`config.mk`:
```
export PLATFORM = sky130hd
export DESIGN_NAME = ifup_queue
export DESIGN_NICKNAME = d
export VERILOG_FILES = /design/src/ifup_pkg.sv /design/src/ifup_queue.sv
export SDC_FILE = /design/constraint.sdc
export NUM_CORES = 1
export LEC_CHECK = 0
export ABC_AREA = 1
export BUFFER_PORTS_ARGS = -buffer_cell sky130_fd_sc_hd__buf_2
export CAP_MARGIN = 15
export CORE_MARGIN = 4
export CORE_UTILIZATION = 35
export CTS_CLUSTER_DIAMETER = 100
export DETAILED_ROUTE_END_ITERATION = 16
export GPL_TIMING_DRIVEN = 0
export HOLD_SLACK_MARGIN = 0.06
export PLACE_DENSITY = 0.59
export SKIP_LAST_GASP = 1
export SLEW_MARGIN = 40
export SYNTH_ARGS = -nofsm -noshare
export SYNTH_HDL_FRONTEND = slang
export SYNTH_SLANG_ARGS = --single-unit
```
`constraint.sdc`:
```
create_clock -name clk -period 2.9 [get_ports clk]
set_input_delay 0.435 -clock clk [delete_from_list [all_inputs] [get_ports clk]]
set_output_delay 0.435 -clock clk [all_outputs]
set_load 0.01 [all_outputs]
```
`src/ifup_pkg.sv`:
```
// shared constants, types and helper functions of the integer factor upscaler
package ifup_pkg;

    localparam int MAX_WIDTH   = 256;
    localparam int MAX_HEIGHT  = 256;
    localparam int MAX_PLANES  = 3;
    localparam int PIXEL_BITS  = 16;
    localparam int MAX_FACTOR  = 16;

    localparam int COORD_BITS  = 12;
    localparam int DIM_BITS    = 9;
    localparam int PLANE_BITS  = 2;
    localparam int FACTOR_BITS = 5;
    localparam int CFG_INDEX_BITS = 3;
    localparam int CFG_DATA_BITS  = 9;
    localparam int IN_TDATA_BITS  = 48;
    localparam int OUT_TDATA_BITS = 16;

    localparam int X_BITS      = $clog2(MAX_WIDTH);
    localparam int Y_BITS      = $clog2(MAX_HEIGHT);
    localparam int STORE_DEPTH = MAX_WIDTH * MAX_HEIGHT * MAX_PLANES;
    localparam int ADDR_BITS   = $clog2(STORE_DEPTH);
    localparam int FRAC_BITS   = $clog2(MAX_FACTOR);
    localparam int WEIGHT_BITS = $clog2(MAX_FACTOR * MAX_FACTOR + 1);
    localparam int LIMIT_BITS  = $clog2(MAX_WIDTH * MAX_FACTOR + 1);

    // reciprocal of the factor, scaled by 2^RECIP_SHIFT and rounded up
    localparam int RECIP_SHIFT = 29;
    localparam int RECIP_BITS  = RECIP_SHIFT + 1;
    localparam int ACC_BITS    = PIXEL_BITS + WEIGHT_BITS;
    localparam int MUL_BITS    = ACC_BITS + RECIP_BITS;

    localparam int QUEUE_DEPTH    = 4;
    localparam int QUEUE_PTR_BITS = $clog2(QUEUE_DEPTH);

    localparam int RESET_FACTOR = 2;

    // configuration register indexes
    localparam logic [CFG_INDEX_BITS-1:0] CFG_WIDTH    = 3'd0;
    localparam logic [CFG_INDEX_BITS-1:0] CFG_HEIGHT   = 3'd1;
    localparam logic [CFG_INDEX_BITS-1:0] CFG_PLANES   = 3'd2;
    localparam logic [CFG_INDEX_BITS-1:0] CFG_FACTOR   = 3'd3;
    localparam logic [CFG_INDEX_BITS-1:0] CFG_BILINEAR = 3'd4;

    // item kinds
    localparam logic KIND_LOAD  = 1'b0;
    localparam logic KIND_QUERY = 1'b1;

    typedef struct packed {
        logic [DIM_BITS-1:0]    width;
        logic [DIM_BITS-1:0]    height;
        logic [PLANE_BITS-1:0]  planes;
        logic [FACTOR_BITS-1:0] factor;
        logic [WEIGHT_BITS-1:0] ff;
        logic [RECIP_BITS-1:0]  recip;
        logic [LIMIT_BITS-1:0]  wf;
        logic [LIMIT_BITS-1:0]  hf;
        logic                   bilinear;
    } cfg_t;

    typedef struct packed {
        logic                   is_query;
        logic                   write_ok;
        logic                   in_range;
        logic                   bilinear;
        logic                   has_r;
        logic                   has_d;
        logic [X_BITS-1:0]      x;
        logic [Y_BITS-1:0]      y;
        logic [PLANE_BITS-1:0]  plane;
        logic [FRAC_BITS-1:0]   fx;
        logic [FRAC_BITS-1:0]   fy;
        logic [PIXEL_BITS-1:0]  sample;
    } cmd_t;

    function automatic logic [RECIP_BITS-1:0] recip_of(input logic [FACTOR_BITS-1:0] f);
        logic [RECIP_BITS-1:0] r;
        unique case (f)
            5'd2:    r = 30'd268435456;
            5'd3:    r = 30'd178956971;
            5'd4:    r = 30'd134217728;
            5'd5:    r = 30'd107374183;
            5'd6:    r = 30'd89478486;
            5'd7:    r = 30'd76695845;
            5'd8:    r = 30'd67108864;
            5'd9:    r = 30'd59652324;
            5'd10:   r = 30'd53687092;
            5'd11:   r = 30'd48806447;
            5'd12:   r = 30'd44739243;
            5'd13:   r = 30'd41297763;
            5'd14:   r = 30'd38347923;
            5'd15:   r = 30'd35791395;
            5'd16:   r = 30'd33554432;
            default: r = 30'd536870912;
        endcase
        return r;
    endfunction

    function automatic logic [ADDR_BITS-1:0] addr_of(input logic [X_BITS-1:0] x,
                                                     input logic [Y_BITS-1:0] y,
                                                     input logic [PLANE_BITS-1:0] p);
        return ADDR_BITS'((int'(p) * MAX_HEIGHT + int'(y)) * MAX_WIDTH + int'(x));
    endfunction

endpackage

```
`src/ifup_queue.sv`:
```
// command queue between the front end and the frame engine
module ifup_queue import ifup_pkg::*;
(
    input  logic clk,
    input  logic rst_n,
    input  logic push,
    input  cmd_t push_cmd,
    output logic full,
    input  logic pop,
    output logic not_empty,
    output cmd_t pop_cmd
);

    cmd_t                      slot_reg [QUEUE_DEPTH];
    logic [QUEUE_PTR_BITS-1:0] wptr_reg;
    logic [QUEUE_PTR_BITS-1:0] rptr_reg;
    logic [QUEUE_PTR_BITS:0]   count_reg;

    assign full      = (count_reg == (QUEUE_PTR_BITS+1)'(QUEUE_DEPTH));
    assign not_empty = (count_reg != '0);
    assign pop_cmd   = slot_reg[rptr_reg];

    always_ff @(posedge clk or negedge rst_n)
    begin
        if (!rst_n)
        begin
            wptr_reg  <= '0;
            rptr_reg  <= '0;
            count_reg <= '0;
        end
        else
        begin
            if (push)
            begin
                wptr_reg <= wptr_reg + QUEUE_PTR_BITS'(1);
            end
            if (pop)
            begin
                rptr_reg <= rptr_reg + QUEUE_PTR_BITS'(1);
            end
            if (push && !pop)
            begin
                count_reg <= count_reg + (QUEUE_PTR_BITS+1)'(1);
            end
            else if (pop && !push)
            begin
                count_reg <= count_reg - (QUEUE_PTR_BITS+1)'(1);
            end
        end
    end

    always_ff @(posedge clk)
    begin
        if (push)
        begin
            slot_reg[wptr_reg] <= push_cmd;
        end
    end

endmodule

```
# Yosys cells after proc, flatten, opt, wreduce, memory -nomap -nowiden
# Memory sizes are Yosys's and may differ from the RTL's.
# Cells that the tools add are included.
word_totals:
  ff_bits: 7
  mem_bits_rw: 192
  in_bits: 52
  memories: 1
mem_list:
  columns: ["memory", "depth", "width", "read_ports", "rd_clocked_by_memory_dff", "wr", "line", "text"]
  rows:
  - ["slot_reg", 4, 48, 1, 0, 1, "ifup_queue.sv:14", "cmd_t slot_reg [QUEUE_DEPTH];"]
classes:
  add_sub_neg: 4
  n_eq_ne: 1
  muxes: 4
  n_reduce_logical: 6
ops:
  columns: ["operator", "n"]
  rows:
  - ["2-to-1 mux 3 bit", 2]
  - ["adder 2 x 1 -> 2 bit, second input constant", 2]
  - ["adder 3 x 1 -> 3 bit, second input constant", 1]
  - ["== test 3 bit, second input constant", 1]
  - ["nonzero test 3 bit", 1]
  - ["subtractor 3 x 1 -> 3 bit, second input constant", 1]
  - ["logical AND 1 bit", 2]
  - ["logical NOT 1 bit", 2]
  - ["2-to-1 mux 1 bit", 2]
  - ["nonzero test 2 bit", 1]

# Depth between registers and ports, before layout
depth:
  depth_word: 4
  ltp_mapped: 9
  ltp_nobuf: 9

# Worst setup path before layout
# Ideal clock, no wire load.
synth_path:
  path_kind: "in2reg"
  startpoint: "in push"
  endpoint: "mem slot_reg[0][0] (netlist name) (enable)"
  setup_ps: 402
  arrival_time_ps: 1666
  required_ps: 2498
  slack_ps: 832
  stages: 3
  cell_sequence: "clkbuf_1 nand2_1 inv_1"
synth_between:
  elab_chain_cells: 2
synth_lines:
  columns: ["item", "line", "text"]
  rows:
  - ["start, declared", "ifup_queue.sv:6", "input logic push,"]
  - ["2-to-1 mux 1 bit", "ifup_queue.sv:54", "if (push)"]
  - ["2-to-1 mux 1 bit (not written as such)", "ifup_queue.sv:56", "slot_reg[wptr_reg] <= push_cmd;"]
  - ["end, declared", "ifup_queue.sv:14", null]
# No other way between the ends.

==> flow_summary_export.csv <==
group,metric,value,unit
logic_synthesis,synth_area_leaders,"edfxtp_1 (71%), nand2_1 (7.3%), o211ai_1 (7.2%)",
timing,grt_setup_unrepaired,"no",
floorplanning,initial_utilization,0.359,
clock_network,holdBufCountCts,1,
setup_path,crit_path_start_kind,"flip-flop",
clock_network,h-tree-depth,4,
place,dp.cells,1027,
place,dp_hpwl,11.1,mm
place,portBuffers,101,
setup_path,cp.required,2.47,ns
layout,nets,792,
routing,routed_wl,17.4,mm
setup_path,r2r_cells,5,
worst_hold_path,hold_depth,1,
layout,final_util,0.428,
timing,finalSetupTns,0,ns
floorplanning,pin_count,102,
power,fin_total_pwr,10.0,mW
timing,clock_skew,0.0106,ns
routing,dr_wl_met2,8.18,mm
power,leakage,3.94,nW
grt,grt_max_degree,28,
routing,via_count,4810,
setup_path,worstPathMaxFanout,10,
timing,min_period_over_period,0.786,
clock_network,cts-root-buf,"clkbuf_16",
clock_network,cts_buffers,17,
routing,drc_errors,0,
worst_hold_path,worst_hold_path_type,"in -> reg",
logic_synthesis,synth_edf_count,192,
clock_network,clkTransAtPathRegs,0.07,ns
routing,met1Wirelength,8.08,mm
power,p_int,6.49,mW
logic_synthesis,synth_top_family_by_area,"compound AO/OA/AOI/OAI gates",
setup_path,worstReg2RegStart,"wptr_reg[0]$_DFFE_PN0P_",
layout,instances_no_fill,1061,
worst_hold_path,hold_start,"push_cmd[24]",
floorplanning,core_area,22800,um2
routing,avgViaCountPerCell,4.53,
place,place_congestion,0.688,
status,status,"finished, final reports clean",
timing,min_period,2.28,ns
clock_network,clkLatencyLatePin,0.42,ns
power,powerDensity,1030,nW/um2
grt,grt_pass1_vias,4839,
grt,antenna_found_initial,3,
setup_path,endpoint_kind,"output pin",
routing,drt_iter0_drc,212,
clock_network,post-cts-setup-buffers,0,
setup_path,r2r-end,"slot_reg[2][16]$_DFFE_PP_",
layout,drive_above_1_share,0.245,
place,place_ws,1.03,ns
logic_synthesis,yosysTopAreaCellShare,0.705,
power,clkPwrFrac,0.235,
timing,fin_ws,0.621,ns
timing,setup_viol,0,
setup_path,critical_path_class,"reg -> out",
layout,regArea,5940,um2
power,power_frac_seq,0.390,
layout,nFillCells,2102,
power,vdd_drop_max,0.522,mV
routing,wl_per_cell,16.4,um
logic_synthesis,synth_cell_types,20,
logic_synthesis,syn-cell-area,8170,um2
power,pwr-share-comb,0.375,
worst_hold_path,min_to,"slot_reg[3][24]$_DFFE_PP_",
logic_synthesis,synth_largest_area_cell,"edfxtp_1",
layout,largest_reg_flops,192,
grt,overflow,0,
logic_synthesis,synthSimpleGateAreaFrac,0.0750,
floorplanning,die_area,25900,um2
logic_synthesis,synth.avg_cell_area,13.4,um2
layout,multiInputGateArea,1550,um2
logic_synthesis,synth_common_cells,"edfxtp_1 (192), nand2_1 (158), inv_1 (107)",
logic_synthesis,synth_compound_area_frac,0.0998,
logic_synthesis,yosys_warnings,0,
layout,synthToLayoutAreaGrowth,19.4,%
logic_synthesis,synthMuxAreaShare,0,
logic_synthesis,synth_adder_area_share,0.0101,
routing,antenna_left,0,
timing,worstMarginPinSlew,0.613,ns
setup_path,r2r_slack,1.27,ns
grt,grtUsageTotal,0.136,
grt,grt_pass1_wl,27.0,mm
setup_path,cp.arrival,1.84,ns
logic_synthesis,ys_ff_latch,199,
logic_synthesis,synth-async-reset-ratio,0.0352,
timing,maxSlewHeadroom,0.591,
logic_synthesis,ys_seq_area_frac,0.727,
clock_network,cts_sinks,199,
power,switching_power,3.51,mW
routing,wl_met3,922,um
timing,holdWs,0.226,ns
timing,slew_violations,0,
floorplanning,row_count,55,
place,post_dp_cell_area,9160,um2
run,maxCapViolations,0,
routing,top_layer,"met5",
timing,max_freq,439,MHz
layout,fin_area,9760,um2
clock_network,cts.repair.resized,0,
timing,hold_violations,0,
logic_synthesis,synth_fp_nets,667,
clock_network,clockBufferDepth,2,
clock_network,cts_tree,"done",
logic_synthesis,synthXorXnorAreaFrac,0.00429,
logic_synthesis,ys.flop_type,"edfxtp_1",
floorplanning,die_h,161,um
power,p_sw_frac,0.351,
routing,drt-pass1-iter-count,5,
logic_synthesis,yosysMostFrequentCell,"edfxtp_1",
floorplanning,die_w,161,um
logic_synthesis,synthesis.instances,609,
## power by group through the flow
stage | Sequential (mW) | Combinational [mW] | Clock, mW
finish | 3.90 | 3.75 | 2.35
global route | 3.95 | 4.19 | 2.53
CTS | 3.91 | 3.89 | 2.40
detailed placement | 3.97 | 3.87 | 0
global placement | 4.00 | 3.75 | 0
floorplan | 3.96 | 2.35 | 0
## worst max path at each step
stage / start / end / slack [ns] / cells past startpoint
global route: rptr_reg[1]$_DFFE_PN0P_ / pop_cmd[15] / 0.43 / 5
finish: rptr_reg[1]$_DFFE_PN0P_ / pop_cmd[9] / 0.62 / 5
detailed placement: rptr_reg[1]$_DFFE_PN0P_ / pop_cmd[37] / 1.03 / 5
floorplan: push / slot_reg[0][0]$_DFFE_PP_ / 0.83 / 3
CTS: rptr_reg[1]$_DFFE_PN0P_ / pop_cmd[37] / 0.58 / 5
global placement: push / slot_reg[2][16]$_DFFE_PP_ / -0.15 / 4
## critical path, stage by stage (launching register included)
cell and delay [ns]:
dfrtp_1 0.41, inv_2 0.09, clkbuf_1 0.47, o211ai_1 0.19
nand2_1 0.13, buf_2 0.14
## kinds of logic (layout without fill, tap and decap cells)
group / count (synthesis) / count (layout)
AOI/OAI and AO/OA: 97 / 97
DFF: 199 / 199
buffers and inverters: 141 / 279
and+or+nand+nor: 162 / 162
other: 0 / 1
adders and majority gates: 6 / 6
xor gates and xnor gates: 4 / 4
## routing by layer
layer,track usage,up-vias
met5,0,-
li1,-,2351
met3,0.0426,23
met2,0.219,99
met1,0.178,2331
met4,0.0368,6
## final cells by class
cell class / count / area share
diodes: 1 / 0.000256
plain buffers: 33 / 0.0287
clock buffers: 20 / 0.0447
clock inverters: 12 / 0.0153
inverters: 108 / 0.0426
multi-input cells: 269 / 0.158
flip-flops and latches: 199 / 0.609
well taps: 313 / 0.0401
repair buffers: 106 / 0.0610
## cell usage in the layout (no fill, tap or decap), drive strengths merged, types with 2 or more instances in the layout
cell / count
clkbuf: 25
nand2: 158
inv: 110
o211ai: 96
ha: 5
clkinvlp: 2
edfxtp: 192
bufinv: 3
buf: 133
xor2: 3
clkinv: 5
dfrtp: 7
No activity file was read; power rests on OpenSTA's default activity.
