File: src/ifup_pkg.sv
// shared constants, types and helper functions of the integer factor upscaler
package ifup_pkg;

    localparam int MAX_WIDTH   = 256;
    localparam int MAX_HEIGHT  = 256;
    localparam int MAX_PLANES  = 3;
    localparam int PIXEL_BITS  = 16;
    localparam int MAX_FACTOR  = 16;

    localparam int COORD_BITS  = 12;
    localparam int DIM_BITS    = 9;
    localparam int PLANE_BITS  = 2;
    localparam int FACTOR_BITS = 5;
    localparam int CFG_INDEX_BITS = 3;
    localparam int CFG_DATA_BITS  = 9;
    localparam int IN_TDATA_BITS  = 48;
    localparam int OUT_TDATA_BITS = 16;

    localparam int X_BITS      = $clog2(MAX_WIDTH);
    localparam int Y_BITS      = $clog2(MAX_HEIGHT);
    localparam int STORE_DEPTH = MAX_WIDTH * MAX_HEIGHT * MAX_PLANES;
    localparam int ADDR_BITS   = $clog2(STORE_DEPTH);
    localparam int FRAC_BITS   = $clog2(MAX_FACTOR);
    localparam int WEIGHT_BITS = $clog2(MAX_FACTOR * MAX_FACTOR + 1);
    localparam int LIMIT_BITS  = $clog2(MAX_WIDTH * MAX_FACTOR + 1);

    // reciprocal of the factor, scaled by 2^RECIP_SHIFT and rounded up
    localparam int RECIP_SHIFT = 29;
    localparam int RECIP_BITS  = RECIP_SHIFT + 1;
    localparam int ACC_BITS    = PIXEL_BITS + WEIGHT_BITS;
    localparam int MUL_BITS    = ACC_BITS + RECIP_BITS;

    localparam int QUEUE_DEPTH    = 4;
    localparam int QUEUE_PTR_BITS = $clog2(QUEUE_DEPTH);

    localparam int RESET_FACTOR = 2;

    // configuration register indexes
    localparam logic [CFG_INDEX_BITS-1:0] CFG_WIDTH    = 3'd0;
    localparam logic [CFG_INDEX_BITS-1:0] CFG_HEIGHT   = 3'd1;
    localparam logic [CFG_INDEX_BITS-1:0] CFG_PLANES   = 3'd2;
    localparam logic [CFG_INDEX_BITS-1:0] CFG_FACTOR   = 3'd3;
    localparam logic [CFG_INDEX_BITS-1:0] CFG_BILINEAR = 3'd4;

    // item kinds
    localparam logic KIND_LOAD  = 1'b0;
    localparam logic KIND_QUERY = 1'b1;

    typedef struct packed {
        logic [DIM_BITS-1:0]    width;
        logic [DIM_BITS-1:0]    height;
        logic [PLANE_BITS-1:0]  planes;
        logic [FACTOR_BITS-1:0] factor;
        logic [WEIGHT_BITS-1:0] ff;
        logic [RECIP_BITS-1:0]  recip;
        logic [LIMIT_BITS-1:0]  wf;
        logic [LIMIT_BITS-1:0]  hf;
        logic                   bilinear;
    } cfg_t;

    typedef struct packed {
        logic                   is_query;
        logic                   write_ok;
        logic                   in_range;
        logic                   bilinear;
        logic                   has_r;
        logic                   has_d;
        logic [X_BITS-1:0]      x;
        logic [Y_BITS-1:0]      y;
        logic [PLANE_BITS-1:0]  plane;
        logic [FRAC_BITS-1:0]   fx;
        logic [FRAC_BITS-1:0]   fy;
        logic [PIXEL_BITS-1:0]  sample;
    } cmd_t;

    function automatic logic [RECIP_BITS-1:0] recip_of(input logic [FACTOR_BITS-1:0] f);
        logic [RECIP_BITS-1:0] r;
        unique case (f)
            5'd2:    r = 30'd268435456;
            5'd3:    r = 30'd178956971;
            5'd4:    r = 30'd134217728;
            5'd5:    r = 30'd107374183;
            5'd6:    r = 30'd89478486;
            5'd7:    r = 30'd76695845;
            5'd8:    r = 30'd67108864;
            5'd9:    r = 30'd59652324;
            5'd10:   r = 30'd53687092;
            5'd11:   r = 30'd48806447;
            5'd12:   r = 30'd44739243;
            5'd13:   r = 30'd41297763;
            5'd14:   r = 30'd38347923;
            5'd15:   r = 30'd35791395;
            5'd16:   r = 30'd33554432;
            default: r = 30'd536870912;
        endcase
        return r;
    endfunction

    function automatic logic [ADDR_BITS-1:0] addr_of(input logic [X_BITS-1:0] x,
                                                     input logic [Y_BITS-1:0] y,
                                                     input logic [PLANE_BITS-1:0] p);
        return ADDR_BITS'((int'(p) * MAX_HEIGHT + int'(y)) * MAX_WIDTH + int'(x));
    endfunction

endpackage

File: src/ifup_front.sv
// front end: accepts items, splits query coordinates by the factor and builds commands
module ifup_front import ifup_pkg::*;
(
    input  logic                   clk,
    input  logic                   rst_n,
    input  cfg_t                   cfg,
    input  logic                   in_valid,
    output logic                   in_ready,
    input  logic                   in_kind,
    input  logic [COORD_BITS-1:0]  in_cx,
    input  logic [COORD_BITS-1:0]  in_cy,
    input  logic [PLANE_BITS-1:0]  in_plane,
    input  logic [PIXEL_BITS-1:0]  in_sample,
    output logic                   push,
    output cmd_t                   push_cmd,
    input  logic                   queue_full
);

    logic                   s1_valid_reg;
    logic                   s1_kind_reg;
    logic [COORD_BITS-1:0]  s1_cx_reg;
    logic [COORD_BITS-1:0]  s1_cy_reg;
    logic [PLANE_BITS-1:0]  s1_plane_reg;
    logic [PIXEL_BITS-1:0]  s1_sample_reg;
    logic [COORD_BITS-1:0]  s1_qx_reg;
    logic [COORD_BITS-1:0]  s1_qy_reg;
    logic                   s1_inr_reg;
    logic                   s1_ldok_reg;

    logic                   accept;
    logic [COORD_BITS+RECIP_BITS-1:0]  px;
    logic [COORD_BITS+RECIP_BITS-1:0]  py;
    logic                   inr;
    logic                   ldok;
    logic [COORD_BITS+FACTOR_BITS-1:0] bx;
    logic [COORD_BITS+FACTOR_BITS-1:0] by;
    logic [COORD_BITS-1:0]  rem_x;
    logic [COORD_BITS-1:0]  rem_y;
    logic [DIM_BITS-1:0]    nx;
    logic [DIM_BITS-1:0]    ny;
    logic                   is_query;

    assign push     = s1_valid_reg && !queue_full;
    assign in_ready = !s1_valid_reg || !queue_full;
    assign accept   = in_valid && in_ready;

    // quotient by the factor through its reciprocal
    assign px = in_cx * cfg.recip;
    assign py = in_cy * cfg.recip;

    assign inr  = (LIMIT_BITS'(in_cx) < cfg.wf) && (LIMIT_BITS'(in_cy) < cfg.hf)
               && (in_plane < cfg.planes);
    assign ldok = (in_cx < COORD_BITS'(cfg.width)) && (in_cy < COORD_BITS'(cfg.height))
               && (in_plane < cfg.planes);

    always_ff @(posedge clk or negedge rst_n)
    begin
        if (!rst_n)
        begin
            s1_valid_reg <= 1'b0;
        end
        else if (accept)
        begin
            s1_valid_reg <= 1'b1;
        end
        else if (push)
        begin
            s1_valid_reg <= 1'b0;
        end
    end

    always_ff @(posedge clk)
    begin
        if (accept)
        begin
            s1_kind_reg   <= in_kind;
            s1_cx_reg     <= in_cx;
            s1_cy_reg     <= in_cy;
            s1_plane_reg  <= in_plane;
            s1_sample_reg <= in_sample;
            s1_qx_reg     <= px[RECIP_SHIFT +: COORD_BITS];
            s1_qy_reg     <= py[RECIP_SHIFT +: COORD_BITS];
            s1_inr_reg    <= inr;
            s1_ldok_reg   <= ldok;
        end
    end

    // remainder and edge flags
    assign bx    = s1_qx_reg * cfg.factor;
    assign by    = s1_qy_reg * cfg.factor;
    assign rem_x = s1_cx_reg - bx[COORD_BITS-1:0];
    assign rem_y = s1_cy_reg - by[COORD_BITS-1:0];
    assign nx    = DIM_BITS'(s1_qx_reg[X_BITS-1:0]) + DIM_BITS'(1);
    assign ny    = DIM_BITS'(s1_qy_reg[Y_BITS-1:0]) + DIM_BITS'(1);
    assign is_query = (s1_kind_reg == KIND_QUERY);

    always_comb
    begin
        push_cmd.is_query = is_query;
        push_cmd.write_ok = s1_ldok_reg;
        push_cmd.in_range = s1_inr_reg;
        push_cmd.bilinear = cfg.bilinear;
        push_cmd.has_r    = is_query && (nx < cfg.width);
        push_cmd.has_d    = is_query && (ny < cfg.height);
        push_cmd.x        = is_query ? s1_qx_reg[X_BITS-1:0] : s1_cx_reg[X_BITS-1:0];
        push_cmd.y        = is_query ? s1_qy_reg[Y_BITS-1:0] : s1_cy_reg[Y_BITS-1:0];
        push_cmd.plane    = s1_plane_reg;
        push_cmd.fx       = rem_x[FRAC_BITS-1:0];
        push_cmd.fy       = rem_y[FRAC_BITS-1:0];
        push_cmd.sample   = s1_sample_reg;
    end

endmodule

File: config.mk
export PLATFORM = sky130hd
export DESIGN_NAME = ifup_front
export DESIGN_NICKNAME = d
export VERILOG_FILES = /design/src/ifup_pkg.sv /design/src/ifup_front.sv
export SDC_FILE = /design/constraint.sdc
export NUM_CORES = 2
export LEC_CHECK = 0
export BUFFER_PORTS_ARGS = -buffer_cell sky130_fd_sc_hd__clkbuf_2
export CAP_MARGIN = 20
export CORE_MARGIN = 2
export CORE_UTILIZATION = 50
export DETAILED_ROUTE_END_ITERATION = 7
export PLACE_DENSITY = 0.67
export SLEW_MARGIN = 10
export SYNTH_ARGS = -nofsm -noshare
export SYNTH_HDL_FRONTEND = slang
export SYNTH_SLANG_ARGS = --single-unit
File: constraint.sdc
create_clock -name clk -period 3.9 [get_ports clk]
set_input_delay 0.585 -clock clk [delete_from_list [all_inputs] [get_ports clk]]
set_output_delay 0.585 -clock clk [all_outputs]
set_load 0.005 [all_outputs]
# ---- Word-level counts from Yosys, hierarchy flattened
# Index checks and enable logic that the tools add are counted.
dict set report word_totals {
  inputBits 138
  regBits 62
  output_inout_bits 50
  wordCells 41
}
dict set report classes {
  order_cmp 7
  mul 4
  n_mux 4
  add_sub_neg 4
  reduce_logical 12
}
# cell count
set op_table {}
lappend op_table {{$mul A12 B30 Y41} 2}
lappend op_table {{$lt A12 B13 Y1} 2}
lappend op_table {{$lt A12 B9 Y1} 2}
lappend op_table {{$mul A12 B5 Y4} 2}
lappend op_table {{$add A8 B1 Y9 const B} 2}
lappend op_table {{$lt A9 B9 Y1} 2}
lappend op_table {{$mux W8} 2}
lappend op_table {{$logic_and A1 B1 Y1} 8}
lappend op_table {{$sub A4 B4 Y4} 2}
lappend op_table {{$logic_not A1 Y1} 2}
lappend op_table {{$lt A2 B2 Y1} 1}
lappend op_table {{$mux W1} 2}
lappend op_table {{$reduce_bool A2 Y1} 1}
lappend op_table {{$logic_or A1 B1 Y1} 1}

# ---- Logic depth before layout (Yosys ltp)
dict set report depth {
  word_depth 4
  mapped_depth 23
  mapped_depth_nobuf 21
}

# ---- Least setup slack after synthesis
# Ideal clock, no wire load.
dict set report synth_timing {
  path_kind {input to register}
  start {input in_cx[7]}
  end {register s1_qx_reg[5], data pin}
  arrival_time_ps 5639
  path_buffers 2
  setup_ps 258
  cell_stages 21
  required_ps 3642
  setup_slack_ps -1996
  path_cell_list {clkbuf_1 -> clkbuf_1 -> nand2_1 -> fa_1 -> inv_1 -> fa_1 -> fa_1 -> fa_1 -> inv_1 -> fa_1 -> inv_1 -> ha_1 -> and3_4 -> nand2_4 -> or4_4 -> nor2_1 -> o21ai_1 -> a221oi_2 -> o21a_1 -> nor2_1 -> xnor2_1}
}
dict set report synth_between {
  elab_chain_len 1
}
# element line_no
set synth_rtl {}
lappend synth_rtl {{from (decl)} ifup_front.sv:10} ;# input logic [COORD_BITS-1:0] in_cx,
lappend synth_rtl {{$mul A12 B30 Y41} ifup_front.sv:48} ;# assign px = in_cx * cfg.recip;
lappend synth_rtl {{named net px[34]} ifup_front.sv:31} ;# logic [COORD_BITS+RECIP_BITS-1:0] px;
lappend synth_rtl {{to (signal assigned)} ifup_front.sv:81} ;# s1_qx_reg <= px[RECIP_SHIFT +: COORD_BITS];
lappend synth_rtl {{to (decl)} ifup_front.sv:25} ;# logic [COORD_BITS-1:0] s1_qx_reg;
# The timed path passes the listed nets, and every way through them passes these cells.
# A chain may end at the register's enable or synchronous reset.

# ---- Worst setup path in the final report
dict set report layout_timing {
  start {input in_cx[7]}
  end {register s1_qx_reg[6], data pin}
}
# The elaborated chain is that of the path after synthesis.

==> flow_summary.ini <==
[drt]
routed_wl_mm = 66.1
postRouteAntennaNets = 0
wl_per_cell_microns = 18.3
routed-via-count = 18500
viasPerCell = 5.13
dr.pass1.iters = 5
drtIter0Drc = 1142
drc_errors = 0

[floorplanning]
die_area_sq_um = 48200
rows = 78
design.core.area_sq_um = 45700
initial_utilization_pct = 50.9
die-width_microns = 220
die_h_microns = 220
ios = 188

[global_route]
gr-total-overflow = 0
grt_pass1_wl_mm = 105
antenna_found_initial = 3
grt_pass1_vias = 20200
grt_max_degree = 31
grtUsageTotal_pct = 28.0

[setup_path]
crit_type = in2reg
cp_data_arrival_time_ns = 5.67
critPathLaunchType = primary input
path_max_fanout = 6
cp_data_required_time_ns = 3.96
endpoint_kind = flip-flop

[synth]
ys_top_cells_by_area = fa_1, inv_1, ha_1, nand2_1, edfxtp_1
ys_warn_count = 0
netlist.area_leader.share_pct = 47.2
mappedNetlistArea_sq_um = 23200
synthFlopType = edfxtp_1
yosysTopAreaCell = fa_1
seq_area_frac_synth_pct = 6.96
synth-edff-count = 53
netlist-cell-type-count = 60
postSynthAreaPerCell_sq_um = 8.88
synth_cells = 2618
syn_nets = 3481
yosys_register_bits = 54
synthArstFlopShare_pct = 1.85

[clocking]
cts_tree = built
cts_max_level = 2
cts-hold-fix-buffers = 0
insertion_delay_ns = 0.31
clockBufferDepth = 2
cts.sinks = 54
cts_inserted_buffers = 5
cts_root_buf = clkbuf_16
clk_pin_slew_ns = 0.07

[pwr]
internal_power_w = 0.0107
p_leak_nw = 15.0
power.total_w = 0.0208
p_switching_w = 0.0101
power_frac_seq_pct = 5.9
peakVddDrop_mv = 1.87
p_comb_share_pct = 91.9
switching_share_pct = 48.5
pwr-share-clk_pct = 2.2
p_per_area_nw_per_um2 = 718

[final_layout]
largest_register_ffs = 16
layout.nets = 3867
fillers = 3729
layout_common_cells = inv_1, nand2_1, fa_1, buf_4, and2_1
final_common_cell = inv_1
multi_input_area_sq_um = 19300
register_area_sq_um = 1620
drive_gt1_share_pct = 23.0
syn_to_final_growth_pct = 24.4

[timing]
rsz0062_at_grt = true
slew_violations = 0
min_period_ns = 5.62
post-route-period-util_pct = 144
finalHoldViolations = 0
maxSlewHeadroom_pct = 35.5
worst_slew_pin_slew_ns = 0.968
fin_ws_ns = -1.72
timing.fmax_mhz = 178
finalSetupViolCount = 16
clock_skew_ns = 0.00839
whs_ns = 0.0374

[flow_run]
cap_violations = 0

[place]
dp_hpwl_mm = 53.7
port_buffers = 175
dpl_worst_slack_ns = -2.14
place_congestion = 0.897

[run_status]
status = finished with violations
violations = setup timing

[min_path]
hold_class = in2async
-- routing by layer --
layer	share of wire (%)	GRT usage (%)	vias to the layer above
met2	49	47.0	651
met3	6.7	4.11	101
met5	0	0	-
met4	2.8	7.72	0
met1	41	38.1	9432
li1	-	-	8335
-- power groups by stage --
stage / Combinational (W) / Clock, W / Sequential [W]
after floorplan: 0.0108 / 0 / 0.00115
after global placement: 0.0156 / 0 / 0.00122
after detailed placement: 0.0161 / 0 / 0.00123
after CTS: 0.0177 / 0.000462 / 0.00122
after global routing: 0.0214 / 0.000487 / 0.00124
final: 0.0191 / 0.000464 / 0.00123
-- cells by family after synthesis --
logic type                 Yosys count  share of synthesized area, %
buffers and inverters              812                          13.2
adders and majority gates          725                          56.7
and+or+nand+nor                    813                          16.0
DFF                                 54                          6.96
xor gates and xnor gates            65                          2.45
AOI/OAI and AO/OA                  135                          3.96
muxes                               14                         0.678
-- final cells by class --
| class | count | share of cell area, % |
|---|---|---|
| Antenna cell | 2 | 0.0173 |
| Multi-Input combinational cell | 1752 | 66.8 |
| Clock inverter | 2 | 0.0303 |
| Inverter | 680 | 8.83 |
| Tap cell | 600 | 2.60 |
| Clock buffer | 6 | 0.446 |
| Sequential cell | 54 | 5.59 |
| Timing Repair Buffer | 511 | 15.7 |
-- synth_stat cells (15+ instances only) --
| cell type | n |
|---|---|
| o21a_1 | 17 |
| fa_1 | 548 |
| and2_1 | 203 |
| a21oi_1 | 32 |
| nand2_1 | 535 |
| clkbuf_1 | 123 |
| edfxtp_1 | 53 |
| inv_1 | 680 |
| a21o_1 | 28 |
| ha_1 | 177 |
| xnor2_1 | 52 |
| o21ai_0 | 23 |
| nor2_1 | 15 |
-- metrics by stage --
step	TNS, ns	utilization [%]	instances	cell area [sq um]
after floorplan	-21.00	-	2618	23600
final	-24.67	63.3	3607	28900
after CTS	-24.54	61.4	3563	28000
after global placement	-31.36	59.1	3529	27000
after detailed placement	-32.05	59.1	3529	27000
after global routing	-26.92	63.3	3607	28900
-- path summary, 6_finish.rpt --
check,start,end,slack [ns],depth (start not counted)
min in group clk,in_sample[3],s1_sample_reg[3]$_DFFE_PP_,0.44,1
worst max-delay path,in_cx[7],s1_qx_reg[6]$_DFFE_PP_,-1.72,23
worst max register to register,s1_valid_reg$_DFFE_PN0P_,s1_qx_reg[3]$_DFFE_PP_,1.93,3
worst min-delay path,rst_n,s1_valid_reg$_DFFE_PN0P_,0.04,1
max in group asynchronous,rst_n,s1_valid_reg$_DFFE_PN0P_,3.78,1
worst min register to register,s1_valid_reg$_DFFE_PN0P_,s1_valid_reg$_DFFE_PN0P_,0.54,2
-- what timing repair did --
action / 4_1_cts / 5_1_grt
setup endpoints to repair: 16 / 16
buffers inserted: 24 / 37
gates cloned: 3 / 7
pin swaps: 85 / 78
gates resized for setup: 141 / 138
-- worst max-delay path, cell delays in order --
cell and delay [ns]:
clkbuf_16 0.12, buf_12 0.14, buf_12 0.12, nand2_1 0.07
fa_1 0.51, inv_1 0.06, fa_1 0.55, fa_2 0.44
fa_1 0.51, inv_1 0.05, fa_1 0.50, inv_2 0.05
ha_4 0.27, nand4_1 0.18, buf_4 0.21, nor4_4 0.27
a221oi_2 0.09, buf_4 0.15, a221oi_2 0.26, buf_4 0.18
o41ai_4 0.08, buf_4 0.15, xnor2_1 0.11
(Power assumes the default switching activity.)
